## config.mk

```make
export PLATFORM = sky130hd
export DESIGN_NAME = servo_joint_limit_and_mux_pwm
export DESIGN_NICKNAME = d
export VERILOG_FILES = /design/src/rtl/sjlm_pkg.sv /design/src/rtl/servo_joint_limit_and_mux_pwm.sv /design/src/rtl/sjlm_ram.sv
export SDC_FILE = /design/constraint.sdc
export NUM_CORES = 2
export LEC_CHECK = 0
export BUFFER_PORTS_ARGS = -buffer_cell sky130_fd_sc_hd__buf_2
export CORE_ASPECT_RATIO = 0.9
export CORE_MARGIN = 2
export CORE_UTILIZATION = 55
export DETAILED_ROUTE_END_ITERATION = 10
export PLACE_DENSITY = 0.8
export SLEW_MARGIN = 10
export SYNTH_ARGS = -nofsm -noshare
export SYNTH_HDL_FRONTEND = slang
export SYNTH_SLANG_ARGS = --single-unit
```

## constraint.sdc

```tcl
create_clock -name clk -period 10 [get_ports clk]
set_input_delay 1 -clock clk [delete_from_list [all_inputs] [get_ports clk]]
set_output_delay 1 -clock clk [all_outputs]
set_load 0.005 [all_outputs]
```

## src/rtl/sjlm_pkg.sv

```systemverilog
// ----------------------------------------------------------------------------
// sjlm_pkg
// Shared types and constants of the servo joint limit and PWM mux block.
// ----------------------------------------------------------------------------
`default_nettype none

package sjlm_pkg;

  localparam int ANGLE_W = 16;
  localparam int PULSE_W = 10;
  localparam int LINE_W  = 3;
  localparam int JOINT_W = 5;

  // Read fields of a rejected read.
  localparam logic signed [ANGLE_W-1:0] BAD_READ = 16'sh8000;

  typedef enum logic [2:0] {
    MODE_SET_ANGLE  = 3'd0,
    MODE_SET_OFFSET = 3'd1,
    MODE_SET_LOW    = 3'd2,
    MODE_SET_HIGH   = 3'd3,
    MODE_SET_HOME   = 3'd4,
    MODE_READ       = 3'd5,
    MODE_TICK       = 3'd6,
    MODE_RESTORE    = 3'd7
  } mode_t;

  // Factory home angle of each joint, tenths of a degree.
  function automatic logic signed [ANGLE_W-1:0] default_home(input logic [JOINT_W-1:0] j);
    logic signed [ANGLE_W-1:0] h;
    case (j)
      5'd0:    h = -16'sd40;
      5'd1:    h = 16'sd245;
      5'd2:    h = 16'sd470;
      5'd3:    h = -16'sd100;
      5'd4:    h = -16'sd205;
      5'd5:    h = 16'sd50;
      5'd6:    h = 16'sd445;
      5'd7:    h = 16'sd245;
      5'd8:    h = -16'sd75;
      5'd12:   h = 16'sd15;
      5'd13:   h = -16'sd70;
      5'd14:   h = -16'sd390;
      5'd15:   h = 16'sd250;
      5'd16:   h = 16'sd195;
      5'd17:   h = -16'sd105;
      5'd18:   h = -16'sd510;
      5'd19:   h = -16'sd305;
      5'd20:   h = 16'sd60;
      default: h = 16'sd0;
    endcase
    return h;
  endfunction

endpackage

`default_nettype wire

```

## src/rtl/servo_joint_limit_and_mux_pwm.sv

```systemverilog
// ----------------------------------------------------------------------------
// servo_joint_limit_and_mux_pwm
// Per-joint limit/home table and pulse-width store driving a multiplexed
// servo PWM output. Commands set angles, limits and home, read settings,
// restore defaults, or advance the mux tick.
// ----------------------------------------------------------------------------
//
//  channel  | direction | handshake          | payload
//  ---------+-----------+--------------------+------------------------------------
//  in       | input     | in_valid/in_stall  | in_mode, in_joint, in_angle
//  out      | output    | out_valid/out_stall| out_ok, out_low_limit, out_high_limit,
//           |           |                    | out_home_angle, out_mux_line,
//           |           |                    | out_pulse_group0..2, out_frame_done
//  cfg      | input     | cfg_wr_en          | cfg_wr_data (clockwise)
//
//  Limit, home and read commands pass through table read, update and result load.
//  Set angle and offset commands step through clamp/scale, reciprocal multiply, fixup.
//  A tick makes one pulse RAM read per group through the single read port.
//  Restore sweeps the table through SWEEP, MAP_Q and MAP_FIX for each joint; the same
//  sweep runs after reset, with in_stall high.
//  A result waits in the output register while out_stall holds; the next word is
//  accepted meanwhile, and finishes when the output register frees up.
// ----------------------------------------------------------------------------
`default_nettype none

module servo_joint_limit_and_mux_pwm #(
  parameter int JOINT_COUNT = 24,
  parameter int MUX_LINES   = 8,
  parameter int ANGLE_LOW   = -800,
  parameter int ANGLE_HIGH  = 800,
  parameter int PULSE_LOW   = 492,
  parameter int PULSE_HIGH  = 816
) (
  input  wire logic               clk,
  input  wire logic               rst_n,
  // configuration
  input  wire logic               cfg_wr_en,
  input  wire logic               cfg_wr_data,
  // input words
  input  wire logic               in_valid,
  output logic                    in_stall,
  input  wire logic [2:0]         in_mode,
  input  wire logic [4:0]         in_joint,
  input  wire logic signed [15:0] in_angle,
  // result words
  output logic                    out_valid,
  input  wire logic               out_stall,
  output logic                    out_ok,
  output logic signed [15:0]      out_low_limit,
  output logic signed [15:0]      out_high_limit,
  output logic signed [15:0]      out_home_angle,
  output logic [2:0]              out_mux_line,
  output logic [9:0]              out_pulse_group0,
  output logic [9:0]              out_pulse_group1,
  output logic [9:0]              out_pulse_group2,
  output logic                    out_frame_done
);

  localparam int AW       = $clog2(JOINT_COUNT);
  localparam int TBL_W    = 3 * sjlm_pkg::ANGLE_W;
  localparam int RECIP_SH = 23;

  localparam logic signed [15:0] AL16 = 16'(ANGLE_LOW);
  localparam logic signed [15:0] AH16 = 16'(ANGLE_HIGH);
  localparam logic signed [16:0] AL17 = 17'(ANGLE_LOW);
  localparam logic [11:0] ASPAN = 12'(ANGLE_HIGH - ANGLE_LOW);
  localparam logic [9:0]  PMAG  = 10'((PULSE_HIGH >= PULSE_LOW) ? (PULSE_HIGH - PULSE_LOW)
                                                                : (PULSE_LOW - PULSE_HIGH));
  localparam logic [9:0]  PL10  = 10'(PULSE_LOW);
  localparam logic [9:0]  PH10  = 10'(PULSE_HIGH);
  localparam logic [23:0] RECIP = 24'((longint'(1) << RECIP_SH) / longint'(ANGLE_HIGH - ANGLE_LOW));
  localparam logic [2:0]  LINE_LAST = 3'(MUX_LINES - 1);
  localparam logic [2:0]  LA_RESET  = 3'(1 % MUX_LINES);
  localparam logic [AW-1:0] JOINT_LAST = AW'(JOINT_COUNT - 1);

  typedef enum logic [2:0] {
    S_IDLE,
    S_EXEC,
    S_SWEEP,
    S_MAP_Q,
    S_MAP_FIX,
    S_TICK,
    S_DONE
  } state_t;

  state_t              state_r;
  sjlm_pkg::mode_t     mode_r;
  logic [4:0]          joint_r;
  logic signed [15:0]  angle_r;
  logic                clockwise_r;
  logic                sweep_r;
  logic                init_r;
  logic                sweep_cw_r;
  logic [AW-1:0]       sidx_r;
  logic [AW-1:0]       map_idx_r;
  logic [21:0]         n_r;
  logic [9:0]          q0_r;
  logic [2:0]          ls_r;
  logic [2:0]          la_r;
  logic [1:0]          tg_r;
  logic                tv_r;

  logic                res_ok_r;
  logic signed [15:0]  res_low_r;
  logic signed [15:0]  res_high_r;
  logic signed [15:0]  res_home_r;
  logic [2:0]          res_mux_r;
  logic [9:0]          res_p0_r;
  logic [9:0]          res_p1_r;
  logic [9:0]          res_p2_r;
  logic                res_frame_r;

  logic                out_valid_r;
  logic                out_ok_r;
  logic signed [15:0]  out_low_r;
  logic signed [15:0]  out_high_r;
  logic signed [15:0]  out_home_r;
  logic [2:0]          out_mux_r;
  logic [9:0]          out_p0_r;
  logic [9:0]          out_p1_r;
  logic [9:0]          out_p2_r;
  logic                out_frame_r;

  // table RAM: {low, high, home}
  logic                tbl_we;
  logic [AW-1:0]       tbl_waddr;
  logic [TBL_W-1:0]    tbl_wdata;
  logic [AW-1:0]       tbl_raddr;
  logic [TBL_W-1:0]    tbl_rdata;
  logic                pw_we;
  logic [AW-1:0]       pw_raddr;
  logic [9:0]          pw_rdata;

  logic signed [15:0]  rd_low;
  logic signed [15:0]  rd_high;
  logic signed [15:0]  rd_home;
  logic                jvalid;
  logic                in_acc;
  logic                out_free;
  logic                out_load;

  logic signed [15:0]  def_home;
  logic signed [16:0]  clamp_a;
  logic signed [16:0]  clamp_lo;
  logic signed [16:0]  clamp_hi;
  logic signed [16:0]  clamp_c;
  logic signed [16:0]  dist17;
  logic [21:0]         n_calc;
  logic [45:0]         recip_prod;
  logic [21:0]         q_span;
  logic [21:0]         rem;
  logic [9:0]          q_fix;
  logic                map_cw;
  logic                map_neg;
  logic [9:0]          pulse_base;
  logic [9:0]          pulse_calc;

  logic                ok_low;
  logic                ok_high;
  logic                ok_home;

  logic [4:0]          tick_idx;
  logic                tick_valid;
  logic [2:0]          ls_nxt;
  logic [2:0]          la_nxt;

  assign rd_low  = tbl_rdata[47:32];
  assign rd_high = tbl_rdata[31:16];
  assign rd_home = tbl_rdata[15:0];
  assign jvalid  = joint_r < 5'(JOINT_COUNT);
  assign in_acc  = in_valid && !in_stall;
  assign out_free = !out_valid_r || !out_stall;
  assign out_load = (state_r == S_DONE) && out_free;

  assign ok_low  = jvalid && (angle_r < rd_high) && (angle_r >= AL16);
  assign ok_high = jvalid && (angle_r > rd_low) && (angle_r <= AH16);
  assign ok_home = jvalid && (angle_r >= rd_low) && (angle_r <= rd_high);

  assign def_home = sjlm_pkg::default_home(5'(sidx_r));

  // clamp to the limits, then scale the distance from the low bound
  always_comb begin
    if (state_r == S_SWEEP) begin
      clamp_a  = {def_home[15], def_home};
      clamp_lo = 17'(AL16);
      clamp_hi = 17'(AH16);
    end else begin
      if (mode_r == sjlm_pkg::MODE_SET_OFFSET) begin
        clamp_a = {angle_r[15], angle_r} + {rd_home[15], rd_home};
      end else begin
        clamp_a = {angle_r[15], angle_r};
      end
      clamp_lo = {rd_low[15], rd_low};
      clamp_hi = {rd_high[15], rd_high};
    end
    clamp_c = clamp_a;
    if (clamp_c < clamp_lo) begin
      clamp_c = clamp_lo;
    end
    if (clamp_c > clamp_hi) begin
      clamp_c = clamp_hi;
    end
    dist17 = clamp_c - AL17;
    n_calc = {10'b0, dist17[11:0]} * {12'b0, PMAG};
  end

  // n / ASPAN by reciprocal: the estimate is low by at most one
  assign recip_prod = {24'b0, n_r} * {22'b0, RECIP};
  assign q_span     = {12'b0, q0_r} * {10'b0, ASPAN};
  assign rem        = n_r - q_span;
  assign q_fix      = (rem >= {10'b0, ASPAN}) ? (q0_r + 10'd1) : q0_r;
  assign map_cw     = sweep_r ? sweep_cw_r : clockwise_r;
  assign map_neg    = map_cw ? (PULSE_HIGH < PULSE_LOW) : (PULSE_HIGH > PULSE_LOW);
  assign pulse_base = map_cw ? PL10 : PH10;
  assign pulse_calc = map_neg ? (pulse_base - q_fix) : (pulse_base + q_fix);

  assign tick_idx   = 5'(la_r) + 5'(tg_r) * 5'(MUX_LINES);
  assign tick_valid = tick_idx < 5'(JOINT_COUNT);
  assign pw_raddr   = tick_valid ? tick_idx[AW-1:0] : '0;
  assign ls_nxt     = (ls_r == LINE_LAST) ? 3'd0 : (ls_r + 3'd1);
  assign la_nxt     = (la_r == LINE_LAST) ? 3'd0 : (la_r + 3'd1);

  assign tbl_raddr  = (state_r == S_IDLE) ? in_joint[AW-1:0] : joint_r[AW-1:0];
  assign pw_we      = (state_r == S_MAP_FIX);

  always_comb begin
    tbl_we    = 1'b0;
    tbl_waddr = joint_r[AW-1:0];
    tbl_wdata = tbl_rdata;
    if (state_r == S_SWEEP) begin
      tbl_we    = 1'b1;
      tbl_waddr = sidx_r;
      tbl_wdata = {AL16, AH16, def_home};
    end else if (state_r == S_EXEC) begin
      case (mode_r)
        sjlm_pkg::MODE_SET_LOW: begin
          tbl_we    = ok_low;
          tbl_wdata = {angle_r, rd_high, rd_home};
        end
        sjlm_pkg::MODE_SET_HIGH: begin
          tbl_we    = ok_high;
          tbl_wdata = {rd_low, angle_r, rd_home};
        end
        sjlm_pkg::MODE_SET_HOME: begin
          tbl_we    = ok_home;
          tbl_wdata = {rd_low, rd_high, angle_r};
        end
        default: tbl_we = 1'b0;
      endcase
    end
  end

  sjlm_ram #(
    .WIDTH (TBL_W),
    .DEPTH (JOINT_COUNT)
  ) u_tbl_ram (
    .clk     (clk),
    .wr_en   (tbl_we),
    .wr_addr (tbl_waddr),
    .wr_data (tbl_wdata),
    .rd_addr (tbl_raddr),
    .rd_data (tbl_rdata)
  );

  sjlm_ram #(
    .WIDTH (sjlm_pkg::PULSE_W),
    .DEPTH (JOINT_COUNT)
  ) u_pw_ram (
    .clk     (clk),
    .wr_en   (pw_we),
    .wr_addr (map_idx_r),
    .wr_data (pulse_calc),
    .rd_addr (pw_raddr),
    .rd_data (pw_rdata)
  );

  always_ff @(posedge clk) begin
    if (!rst_n) begin
      state_r     <= S_SWEEP;
      sweep_r     <= 1'b1;
      init_r      <= 1'b1;
      sweep_cw_r  <= 1'b1;
      sidx_r      <= '0;
      clockwise_r <= 1'b1;
      ls_r        <= 3'd0;
      la_r        <= LA_RESET;
      tg_r        <= 2'd0;
      out_valid_r <= 1'b0;
    end else begin
      if (cfg_wr_en) begin
        clockwise_r <= cfg_wr_data;
      end
      if (out_load) begin
        out_valid_r <= 1'b1;
      end else if (out_valid_r && !out_stall) begin
        out_valid_r <= 1'b0;
      end

      case (state_r)
        S_IDLE: begin
          if (in_acc) begin
            mode_r      <= sjlm_pkg::mode_t'(in_mode);
            joint_r     <= in_joint;
            angle_r     <= in_angle;
            res_ok_r    <= 1'b0;
            res_low_r   <= '0;
            res_high_r  <= '0;
            res_home_r  <= '0;
            res_mux_r   <= '0;
            res_p0_r    <= '0;
            res_p1_r    <= '0;
            res_p2_r    <= '0;
            res_frame_r <= 1'b0;
            state_r     <= S_EXEC;
          end
        end

        S_EXEC: begin
          case (mode_r)
            sjlm_pkg::MODE_SET_ANGLE, sjlm_pkg::MODE_SET_OFFSET: begin
              if (jvalid) begin
                res_ok_r  <= 1'b1;
                n_r       <= n_calc;
                map_idx_r <= joint_r[AW-1:0];
                state_r   <= S_MAP_Q;
              end else begin
                state_r <= S_DONE;
              end
            end
            sjlm_pkg::MODE_SET_LOW: begin
              res_ok_r <= ok_low;
              state_r  <= S_DONE;
            end
            sjlm_pkg::MODE_SET_HIGH: begin
              res_ok_r <= ok_high;
              state_r  <= S_DONE;
            end
            sjlm_pkg::MODE_SET_HOME: begin
              res_ok_r <= ok_home;
              state_r  <= S_DONE;
            end
            sjlm_pkg::MODE_READ: begin
              res_ok_r   <= jvalid;
              res_low_r  <= jvalid ? rd_low  : sjlm_pkg::BAD_READ;
              res_high_r <= jvalid ? rd_high : sjlm_pkg::BAD_READ;
              res_home_r <= jvalid ? rd_home : sjlm_pkg::BAD_READ;
              state_r    <= S_DONE;
            end
            sjlm_pkg::MODE_TICK: begin
              res_ok_r <= 1'b1;
              tg_r     <= 2'd0;
              state_r  <= S_TICK;
            end
            default: begin
              // restore: sweep all joints with the current direction
              res_ok_r   <= 1'b1;
              sweep_r    <= 1'b1;
              sweep_cw_r <= clockwise_r;
              sidx_r     <= '0;
              state_r    <= S_SWEEP;
            end
          endcase
        end

        S_SWEEP: begin
          n_r       <= n_calc;
          map_idx_r <= sidx_r;
          state_r   <= S_MAP_Q;
        end

        S_MAP_Q: begin
          q0_r    <= recip_prod[RECIP_SH+9:RECIP_SH];
          state_r <= S_MAP_FIX;
        end

        S_MAP_FIX: begin
          if (sweep_r) begin
            if (sidx_r == JOINT_LAST) begin
              sweep_r <= 1'b0;
              init_r  <= 1'b0;
              state_r <= init_r ? S_IDLE : S_DONE;
            end else begin
              sidx_r  <= sidx_r + 1'b1;
              state_r <= S_SWEEP;
            end
          end else begin
            state_r <= S_DONE;
          end
        end

        S_TICK: begin
          // one group read per cycle; data of the previous read lands now
          tv_r <= tick_valid;
          case (tg_r)
            2'd1:    res_p0_r <= tv_r ? pw_rdata : 10'd0;
            2'd2:    res_p1_r <= tv_r ? pw_rdata : 10'd0;
            2'd3:    res_p2_r <= tv_r ? pw_rdata : 10'd0;
            default: ;
          endcase
          if (tg_r == 2'd3) begin
            res_mux_r   <= ls_r;
            res_frame_r <= (la_nxt == 3'd0);
            ls_r        <= ls_nxt;
            la_r        <= la_nxt;
            state_r     <= S_DONE;
          end else begin
            tg_r <= tg_r + 2'd1;
          end
        end

        S_DONE: begin
          if (out_load) begin
            out_ok_r    <= res_ok_r;
            out_low_r   <= res_low_r;
            out_high_r  <= res_high_r;
            out_home_r  <= res_home_r;
            out_mux_r   <= res_mux_r;
            out_p0_r    <= res_p0_r;
            out_p1_r    <= res_p1_r;
            out_p2_r    <= res_p2_r;
            out_frame_r <= res_frame_r;
            state_r     <= S_IDLE;
          end
        end

        default: state_r <= S_IDLE;
      endcase
    end
  end

  assign in_stall         = (state_r != S_IDLE);
  assign out_valid        = out_valid_r;
  assign out_ok           = out_ok_r;
  assign out_low_limit    = out_low_r;
  assign out_high_limit   = out_high_r;
  assign out_home_angle   = out_home_r;
  assign out_mux_line     = out_mux_r;
  assign out_pulse_group0 = out_p0_r;
  assign out_pulse_group1 = out_p1_r;
  assign out_pulse_group2 = out_p2_r;
  assign out_frame_done   = out_frame_r;

endmodule

`default_nettype wire

```

## src/rtl/sjlm_ram.sv

```systemverilog
// ----------------------------------------------------------------------------
// sjlm_ram
// Simple dual-port RAM: one write port, one read port, registered read data.
// ----------------------------------------------------------------------------
`default_nettype none

module sjlm_ram #(
  parameter int WIDTH = 16,
  parameter int DEPTH = 24
) (
  input  wire logic                                  clk,
  input  wire logic                                  wr_en,
  input  wire logic [((DEPTH > 1) ? $clog2(DEPTH) : 1)-1:0] wr_addr,
  input  wire logic [WIDTH-1:0]                      wr_data,
  input  wire logic [((DEPTH > 1) ? $clog2(DEPTH) : 1)-1:0] rd_addr,
  output logic      [WIDTH-1:0]                      rd_data
);

  logic [WIDTH-1:0] mem_r [DEPTH];
  logic [WIDTH-1:0] rd_data_r;

  always_ff @(posedge clk) begin
    if (wr_en) begin
      mem_r[wr_addr] <= wr_data;
    end
    rd_data_r <= mem_r[rd_addr];
  end

  assign rd_data = rd_data_r;

endmodule

`default_nettype wire

```

==> metrics list <==
* Startpoint kind of the worst setup timing path: register
- After technology mapping, the gate count stands at 4791.
- Tightest slew margin relative to the limit: 12.2%
- Max-slew violation total from the final report: 0
* Insertion delay of the later-clocked pin in the worst-skew pair: 0.83 ns
- Post-detailed-placement half-perimeter wirelength: 119000 µm
- TritonCTS built the clock tree.
- The endpoint identified for the worst register-to-register timing path is n_r[20].
* Outcome: completed
* Total number of vias: 45136
* Top flip-flop cell by instance count after synthesis: edfxtp_1
- The synthesized design contains 1706 register bits.
* Count of different cell masters after synthesis: 89
- Area fraction of the dominant cell type after synthesis: 64.3%
* Path class of the lowest-slack min-delay path: input pin to register
- In this run the core area contains 128 standard-cell rows.
* Synthesis warning total: 0
* Core footprint: 136000 µm²
- # port buffers: 114
- In this run the register-to-register setup slack is 0.13 ns.
- Max stage delay cell, worst path: fa_1
* Post-Place Worst Slack: -0.346 ns
- The count of nets left with antenna violations once routing finished came out at 0.
- Terminating pin of the worst hold path: angle_r[12]
- Relative to the synthesized area, the layout overhead comes to 13.6%.
- Number of violations of the max-capacitance limit: 0
* Routed wire length: 201000 µm
- Maximum net fanout on the critical path: 8
- Post-synthesis cell area: 75500 µm²
- Clock tree synthesis inserted a total of 164 buffers.
- Commonest cells after routing, fill and taps aside: edfxtp_1, nand2_1, mux4_2
- Based on the critical path, the design can be clocked at up to 0.101 GHz.
- CTS saw 1706 sinks.
- Grouping stages by cell kind, the critical path spends the most delay in compound AO/OA/AOI/OAI gates.
- Setup violations remaining at the end of the flow were counted as 0.
- Global-route total usage across every layer: 28.6%
- Worst hold slack: 0.370 ns
* Startpoint of the lowest-slack hold path: in_angle[12]
- Sequential fraction of the synthesis area: 66.6%
* R2R Path Start: angle_r[0]
- The number of global-route vias before repair is 44627.
- Delay of the slowest cell on the worst path: 0.49 ns
- After detailed routing, the average wire length per cell comes to 28.5 µm.
- Of the available clock period, the critical path in the final layout requires 98.7%.
- The number of nets in the synthesized netlist is 5212.
- At the end of the flow, the number of nets in the layout was 5528.
* Number of iterations in the first detailed-routing pass: 5
- FILL cells: 9248
- The first global-routing pass estimated 293000 µm of wire.
- Endpoint class of the critical path: register
- The congestion estimate from routability-driven global placement came to 0.972.
- Deepest clock path buffer count: 3
* Measured slew at the worst slew-check pin: 1.31 ns
- Async set-or-reset flop fraction in the synthesized netlist: 0%
- For this run, the share of the core covered by cells in the final layout is 63.2%.
- Clock-pin slew was measured on the worst setup and hold paths at 0.06 ns.
* Buffers & Inverters on Critical Path: 7
- Entering global routing, the biggest net connects 133 pins.
* Minimum clock period after layout: 9.87 ns
- Counting instances, the worst hold path has a depth of 1.
* Mean Syn Cell Area: 15.8 µm²
- Setup CP Type: register to register
* Number of design rule violations left after detail routing: 0
- The final hold violation count came to 0.
* Die outline area: 140000 µm²
- Global routing finished with a remaining overflow of 0.
- Library cell appearing most often on the critical path: a21oi_2
- Antenna violations before repair: 16
* Count of cells along the worst register-to-register path: 53
* Critical Path AT: 10.41 ns
* Unrepaired setup endpoints after global routing: true
- In the final layout, the share of cells above drive strength 1 is 21.3%.
* Initial core utilization: 55.6%
- edfxtp_1 takes more of the synthesized area than any other cell.
- Worst Clk Skew: 0.0760 ns
- For the worst setup path, the data required time is 10.54 ns.
- Synth area leaders: edfxtp_1, mux4_2, ha_1, nand2_1, dfxtp_1
- Chip width: 395 µm
- In the routed layout, each cell is associated on average with a via count of 6.38.
- The clock tree synthesis step divided the H-tree into 4 levels.
* Cts-stage hold buffer count: 0
* Final worst setup slack: 0.134 ns
- Leading cell type in the layout, fill and taps excluded: edfxtp_1
* Master cell of the clock root buffer: clkbuf_16
- For this design the top-level I/O count stands at 115.
- From bottom edge to top edge, the die measures 356 µm.
- Number of synthesized flops with an enable pin: 1617
- The first routing iteration left 5944 violations.
==> state kept, by name (all words and copies together), names as in the netlist, 16 cells and up <==
name	cells
res_high_r	16
angle_r	16
out_low_limit	16
u_pw_ram.mem_r	240
n_r	19
res_home_r	16
u_tbl_ram.rd_data	48
res_low_r	16
out_high_limit	16
u_tbl_ram.mem_r	1152
out_home_angle	16
==> Yosys cell counts, types with 68 or more instances <==
cell      count
nor2_1      171
o21ai_0     149
dfxtp_1      89
fa_1         86
mux2_2       68
a21oi_1     185
nand3_1      98
ha_1        305
inv_1       250
mux4_2      288
edfxtp_1   1617
mux2i_1      96
nand2_1     481
clkbuf_1    168
==> kinds of logic (layout without fill, tap and decap cells) <==
group	after synthesis	in the layout	share of synthesized area [%]
AO/OA/AOI/OAI	655	655	5.52
XOR/XNOR	83	83	0.997
adder cells (fa/ha/maj)	391	391	7.33
buffers and inverters	478	932	2.41
flip-flops	1706	1706	66.6
multiplexers	455	455	10.9
other	0	6	0
AND/OR/NAND/NOR	1023	1023	6.17
==> final cells by class <==
type                    count  area, µm²  area share [%]
well taps                1820       2280            2.65
multi-input cells        2607      24300            28.3
flip-flops and latches   1706      50300            58.7
inverters                 253        955            1.11
diodes                      6       15.0          0.0175
repair buffers            375       2660            3.10
clock buffers             229       4580            5.33
clock inverters            75        706           0.822
==> stage by stage <==
stage	instance area, µm²	TNS, ns	std cells
global placement	79800	-0.289	6741
finish	85800	0	7071
global route	85800	-0.407	7066
detailed placement	79800	-0.767	6741
CTS	85200	-0.0104	7047
floorplan	75600	0	4791
==> per-layer routing <==
metal / vias up / share of wire, % / track usage (%)
li1: 19022 / - / -
met3: 511 / 11 / 6.68
met5: - / 0.034 / 0
met1: 22671 / 39 / 39.8
met2: 2922 / 47 / 44.5
met4: 10 / 3.8 / 10.3
==> worst max-delay path by stage <==
stage / end / from / slack [ns] / cells after the start
2_1_floorplan: n_r[20] / angle_r[0] / 0.005 / 51
3_3_place_gp: n_r[20] / angle_r[0] / -0.17 / 51
3_5_place_dp: n_r[20] / angle_r[0] / -0.35 / 51
4_1_cts: n_r[20] / angle_r[1] / -0.01 / 51
5_1_grt: n_r[20] / angle_r[0] / -0.22 / 53
6_report: n_r[20] / angle_r[0] / 0.13 / 53
==> worst reg2reg max path: cells and delay by family (launching register included) <==
kind	cells	cell delay, ns
adders and majority gates	9	2.31
DFF	1	0.42
xor gates and xnor gates	2	0.22
AOI/OAI and AO/OA	28	5.01
buffers and inverters	7	0.61
muxes	1	0.37
and+or+nand+nor	6	0.64
==> timing repair <==
action / CTS / global route
buffers inserted: 2 / 16
setup endpoints to repair: 4 / 6
pin swaps: 13 / 59
cloned: 0 / 1
resized for setup: 19 / 79
Power is not shown: default switching activity piles up to over one toggle a cycle in this logic, so the estimate is an artifact.
